--- config.mk ---
export PLATFORM = sky130hd
export DESIGN_NAME = fsfla_ctrl
export DESIGN_NICKNAME = d
export VERILOG_FILES = /design/src/sv/fixed_slot_free_list_allocator_unit_defines.svh /design/src/sv/fsfla_pkg.sv /design/src/sv/fsfla_ctrl.sv
export SDC_FILE = /design/constraint.sdc
export NUM_CORES = 1
export LEC_CHECK = 0
export BUFFER_PORTS_ARGS = -buffer_cell sky130_fd_sc_hd__buf_2
export CORE_MARGIN = 2
export CORE_UTILIZATION = 30
export CTS_CLUSTER_DIAMETER = 40
export DETAILED_ROUTE_END_ITERATION = 12
export PLACE_DENSITY_LB_ADDON = 0.2
export SLEW_MARGIN = 25
export SYNTH_ARGS = -nofsm -noshare
export SYNTH_HDL_FRONTEND = slang
export SYNTH_SLANG_ARGS = --single-unit
--- constraint.sdc ---
create_clock -name clk -period 2.49 [get_ports clk]
set_input_delay 0.1245 -clock clk [delete_from_list [all_inputs] [get_ports clk]]
set_output_delay 0.1245 -clock clk [all_outputs]
set_load 0.1 [all_outputs]
--- src/sv/fixed_slot_free_list_allocator_unit_defines.svh ---
// Assertion macros for the slot allocator; clk and rst_n are taken from the using scope.
`ifndef FIXED_SLOT_FREE_LIST_ALLOCATOR_UNIT_DEFINES_SVH
`define FIXED_SLOT_FREE_LIST_ALLOCATOR_UNIT_DEFINES_SVH

// Same-cycle implication
`define FSFLA_ASSERT_HOLD(lbl, ante, cons, msg) \
  lbl: assert property (@(posedge clk) disable iff (!rst_n) (ante) |-> (cons)) \
    else $error(msg);

// Next-cycle implication
`define FSFLA_ASSERT_NEXT(lbl, ante, cons, msg) \
  lbl: assert property (@(posedge clk) disable iff (!rst_n) (ante) |=> (cons)) \
    else $error(msg);

`endif

--- src/sv/fsfla_pkg.sv ---
package fsfla_pkg;

  // Defaults for the top-level parameters
  localparam int SLOTS_DEF  = 1024;
  localparam int ADDR_W_DEF = 32;

  // Fixed field widths
  localparam int DATA_W    = 32;
  localparam int CMD_W     = 2;
  localparam int STATUS_W  = 4;
  localparam int IDX_OUT_W = 10;
  localparam int FREE_W    = 11;
  localparam int SHIFT_W   = 5;
  localparam int COUNT_W   = 11;
  localparam int CFG_IDX_W = 2;

  // Slot shift is clamped to this range
  localparam int SHIFT_MIN = 1;
  localparam int SHIFT_MAX = 16;

  // Register reset values
  localparam int SHIFT_RST = 6;
  localparam int COUNT_RST = 1024;

  typedef enum logic [CMD_W-1:0] {
    CMD_ALLOC   = 2'd0,
    CMD_FREE    = 2'd1,
    CMD_REALLOC = 2'd2,
    CMD_REINIT  = 2'd3
  } fsfla_cmd_t;

  typedef enum logic [STATUS_W-1:0] {
    ST_GRANTED     = 4'd0,
    ST_EXT_ALLOC   = 4'd1,
    ST_RETURNED    = 4'd2,
    ST_EXT_FREE    = 4'd3,
    ST_NULL        = 4'd4,
    ST_KEPT        = 4'd5,
    ST_MOVE_OUT    = 4'd6,
    ST_EXT_REALLOC = 4'd7,
    ST_REINIT_DONE = 4'd8
  } fsfla_status_t;

  typedef enum logic [CFG_IDX_W-1:0] {
    CFG_HEAP_BASE  = 2'd0,
    CFG_SLOT_SHIFT = 2'd1,
    CFG_SLOT_COUNT = 2'd2
  } fsfla_cfg_reg_t;

  typedef enum logic [2:0] {
    S_IDLE,
    S_EVAL,
    S_LOOK,
    S_ACT,
    S_GRANT,
    S_RESULT
  } fsfla_state_t;

  typedef enum logic [1:0] {
    ASEL_ZERO,
    ASEL_GRANT,
    ASEL_KEEP
  } fsfla_asel_t;

  typedef enum logic [1:0] {
    ISEL_ZERO,
    ISEL_GRANT,
    ISEL_SLOT
  } fsfla_isel_t;

  // Controller to datapath
  typedef struct packed {
    logic          item_load;
    logic          pop;
    logic          push;
    logic          reinit;
    logic          pend_load;
    logic          grant_load;
    logic          res_load;
    fsfla_status_t status;
    fsfla_asel_t   addr_sel;
    fsfla_isel_t   idx_sel;
  } fsfla_ctrl_t;

  // Datapath to controller
  typedef struct packed {
    fsfla_cmd_t cmd;
    logic       is_null;
    logic       in_heap;
    logic       fits;
    logic       empty;
    logic       out_free;
  } fsfla_stat_t;

endpackage

--- src/sv/fsfla_ctrl.sv ---
module fsfla_ctrl
  import fsfla_pkg::*;
(
  input  logic        clk,
  input  logic        rst_n,
  input  logic        in_valid,
  output logic        in_ready,
  input  fsfla_stat_t stat,
  output fsfla_ctrl_t ctrl
);

  fsfla_state_t state_r, state_nxt;
  logic         do_alloc;
  logic         alloc_ok;

  // Alloc path is shared by alloc and null realloc
  assign do_alloc = (stat.cmd == CMD_ALLOC) || ((stat.cmd == CMD_REALLOC) && stat.is_null);
  assign alloc_ok = !stat.empty && stat.fits;
  assign in_ready = (state_r == S_IDLE);

  // State register
  always_ff @(posedge clk) begin
    if (!rst_n) begin
      state_r <= S_IDLE;
    end else begin
      state_r <= state_nxt;
    end
  end

  // Next state and commands
  always_comb begin
    state_nxt = state_r;
    ctrl      = '0;
    case (state_r)
      S_IDLE: begin
        if (in_valid) begin
          ctrl.item_load = 1'b1;
          state_nxt      = S_EVAL;
        end
      end
      S_EVAL: begin
        state_nxt = S_LOOK;
      end
      S_LOOK: begin
        state_nxt = S_ACT;
      end
      S_ACT: begin
        ctrl.pend_load = 1'b1;
        ctrl.addr_sel  = ASEL_ZERO;
        ctrl.idx_sel   = ISEL_ZERO;
        state_nxt      = S_RESULT;
        if (do_alloc) begin
          if (alloc_ok) begin
            ctrl.pop      = 1'b1;
            ctrl.status   = ST_GRANTED;
            ctrl.addr_sel = ASEL_GRANT;
            ctrl.idx_sel  = ISEL_GRANT;
            state_nxt     = S_GRANT;
          end else begin
            ctrl.status = ST_EXT_ALLOC;
          end
        end else begin
          case (stat.cmd)
            CMD_FREE: begin
              if (stat.is_null) begin
                ctrl.status = ST_NULL;
              end else if (stat.in_heap) begin
                ctrl.push    = 1'b1;
                ctrl.status  = ST_RETURNED;
                ctrl.idx_sel = ISEL_SLOT;
              end else begin
                ctrl.status = ST_EXT_FREE;
              end
            end
            CMD_REALLOC: begin
              if (stat.in_heap && stat.fits) begin
                ctrl.status   = ST_KEPT;
                ctrl.addr_sel = ASEL_KEEP;
                ctrl.idx_sel  = ISEL_SLOT;
              end else if (stat.in_heap) begin
                ctrl.push    = 1'b1;
                ctrl.status  = ST_MOVE_OUT;
                ctrl.idx_sel = ISEL_SLOT;
              end else begin
                ctrl.status = ST_EXT_REALLOC;
              end
            end
            CMD_REINIT: begin
              ctrl.reinit = 1'b1;
              ctrl.status = ST_REINIT_DONE;
            end
            default: begin
              ctrl.status = ST_EXT_ALLOC;
            end
          endcase
        end
      end
      S_GRANT: begin
        ctrl.grant_load = 1'b1;
        state_nxt       = S_RESULT;
      end
      S_RESULT: begin
        if (stat.out_free) begin
          ctrl.res_load = 1'b1;
          state_nxt     = S_IDLE;
        end
      end
      default: begin
        state_nxt = S_IDLE;
      end
    endcase
  end

endmodule

==> flow_summary_export.csv <==
group,metric,value,unit
synth,synth_cell_types,30,
final_layout,nFillCells,149,
place,dp.cells,91,
cts,clk_latency,0.23,ns
place,io_buffers,25,
synth,async_flop_share,0,
worst_hold_path,holdPathEnd,"state_r[2]$_SDFFE_PN0P_",
sta,worstMarginPinSlew,0.486,ns
power,powerDensity,540,mW/mm^2
routing,drt_iter0_drc,14,
grt,use_met1,0.133,
final_layout,drive_above_1_share,0.450,
cts,cts_max_path_buffers,2,
synth,netlist_instances,58,
sta,hold_viol,0,
cts,hold_buffers,0,
cts,cts.sinks,3,
grt,grt-ovfl-total,0,
final_layout,final_area,574,sq um
routing,first_pass_iters,4,
routing,antenna_left,0,
worst_hold_path,holdPathStages,2,
sta,fin_crit_sh,0.770,
floorplan,dieWidth,42.1,microns
critical_path,crit_fanout,8,
power,ir_worst_vdd,0.406,mV
cts,root_buffer,"clkbuf_4",
critical_path,max_stage_delay,0.50,ns
synth,avgSynthCellArea,7.51,sq um
routing,viasPerCell,4.88,
synth,synth_top_area_frac,0.138,
sta,finalSetupViolations,0,
final_layout,final_cells,95,
routing,vias,464,
floorplan,rows,13,
power,p_leak,0.282,nW
power,seq_power_share,0.225,
synth,synth.area.top_cells,"dfxtp_1, ha_1, buf_4",
worst_hold_path,hold_start,"rst_n",
status,status,"finished, final reports clean",
floorplan,core,0.00133,sq mm
cts,cts.reportedPaths.clkPinSlew,0.04,ns
cts,cts_resized,0,
power,power.switching,0.158,mW
critical_path,crit_arrival,1.79,ns
cts,cts_tree,"built",
power,combinationalPowerShare,0.500,
place,gp_congestion,0.746,
grt,top_usage_layer,"met2",
floorplan,start_util,0.326,
sta,slew_headroom,0.678,
grt,grt_pass1_wl,1460,microns
final_layout,reg.largest.list,"state_r: 3 flops",
critical_path,reg2reg_slack,1.29,ns
grt,grt_use_met2,0.159,
final_layout,regMostFlops,"state_r",
critical_path,reg2reg_from,"state_r[2]$_SDFFE_PN0P_",
final_layout,antennaDiodeCount,0,
run,cap_violations,0,
sta,slew_violations,0,
grt,grt_start_max_net_pins,10,
routing,drt-total-wl,937,microns
power,internal-power,0.152,mW
synth,synth_seq_cells,3,
critical_path,worst-setup-path-type,"flip-flop to primary output",
floorplan,die_h,42.1,microns
final_layout,syn_to_final_growth,31.9,%
sta,fin_crit,1.92,ns
cts,h-tree-depth,1,
synth,ys.flop_type,"dfxtp_1",
floorplan,pin_count,26,
synth,synth_seq_area_share,0.138,
synth,syn_area,435,sq um
synth,yosysMostFrequentCell,"nand2_1",
final_layout,largest_reg_flops,3,
synth,synth_top_cell_by_area,"dfxtp_1",
grt,grt_pass1_vias,361,
floorplan,dieArea,0.00177,sq mm
place,dpl_cell_area,548,sq um
critical_path,worstPathRequired,2.37,ns
sta,skew,0.00488,ns
critical_path,start_kind,"flip-flop",
worst_hold_path,hold_path.class,"input port to flip-flop",
synth,yosys_warnings,0,
sta,finalSetupTns,0,ns
power,power.clock.fraction,0.275,
sta,rsz0062_at_grt,"no",
critical_path,r2r-end,"state_r[2]$_SDFFE_PN0P_",
power,switching_share,0.509,
cts,cts_setup_buffers,0,
sta,fmax,522,MHz
grt,grt_usage,0.107,
routing,drc,0,
routing,wl_per_cell,9.86,microns
critical_path,r2r_cells,2,
critical_path,endpoint_kind,"primary output",
critical_path,worstPathCellList,"and3b_1 -> nand2_1 -> nor2_1 -> buf_2",
synth,synth-edff-count,0,
grt,antenna_found_initial,0,
cts,numCtsBuffers,3,
place,dp_hpwl,763,microns
final_layout,final_nets,95,
synth,synth_common_cells,"nand2_1, nor2_1, buf_4, ha_1",
critical_path,crit_slowest_cell,"dfxtp_1",
synth,syn-num-nets,72,
grt,grt_use_met3,0.0388,
## cells by family after synthesis
logic type      Yosys count  synth area share
fa+ha+maj                 4             0.115
simple gates             29             0.374
xor+xnor                  1            0.0201
compound gates           11             0.195
buf+inv                  10             0.158
flops                     3             0.138
## layout make-up
cell class	count	area, sq um	area share
Sequential cell	3	60.1	0.105
Clock buffer	4	26.3	0.0458
Inverter	3	11.3	0.0196
Multi-Input combinational cell	45	333	0.580
Timing Repair Buffer	25	125	0.218
Tap cell	15	18.8	0.0327
## per-layer routing
layer	vias up	part of all wire	wire length (microns)
li1	238	-	-
met1	208	0.47	442
met2	18	0.45	417
met3	0	0.082	77
met4	0	0	0
met5	-	0	0
## worst max-delay path: cells and delay by family, from the launching register on
| kind | cells | cell delay (ns) |
|---|---|---|
| AND/OR/NAND/NOR | 3 | 0.63 |
| buffers and inverters | 1 | 0.43 |
| flip-flops | 1 | 0.50 |
## worst max path at each step
stage	depth (start not counted)	end	slack (ns)	startpoint
2_1_floorplan	5	ctrl[3]	0.05	state_r[1]$_SDFFE_PN0P_
3_3_place_gp	7	ctrl[6]	0.79	stat[5]
3_5_place_dp	7	ctrl[5]	0.79	stat[5]
4_1_cts	4	ctrl[5]	0.56	state_r[0]$_SDFFE_PN0P_
5_1_grt	4	ctrl[3]	0.40	state_r[1]$_SDFFE_PN0P_
6_report	4	ctrl[5]	0.57	state_r[0]$_SDFFE_PN0P_
## placed cells by master, fill, tap and decap left out, drive strengths merged
cell type,count
nand4,1
nor3b,1
a21oi,5
nor2b,1
or3,1
o21a,1
nand3,3
and3b,1
dfxtp,3
clkbuf,4
nor4,1
o21ai,2
buf,25
and2,2
o221a,1
nor3,2
ha,4
a2bb2oi,1
a211oi,1
nand2,7
nand2b,2
inv,3
nor2,7
xnor2,1
## power groups by stage
stage	registers, mW	logic [mW]	clock network, mW
after floorplan	0.0563	0.150	0
after global placement	0.0704	0.155	0
after detailed placement	0.0707	0.155	0
after CTS	0.0696	0.156	0.0890
after global routing	0.0720	0.163	0.0986
final	0.0699	0.155	0.0853
## per-stage QoR
| stage | setup slack, ns | util | hold slack [ns] | total power [mW] |
|---|---|---|---|---|
| final | 0.573 | 0.431 | 0.161 | 0.310 |
| after global placement | 0.791 | 0.411 | 0.393 | 0.226 |
| after detailed placement | 0.786 | 0.411 | 0.395 | 0.226 |
| after global routing | 0.399 | 0.431 | 0.141 | 0.333 |
| after floorplan | 0.0543 | - | 0.242 | 0.206 |
| after CTS | 0.561 | 0.431 | 0.157 | 0.314 |
No activity file was read; power rests on OpenSTA's default activity.
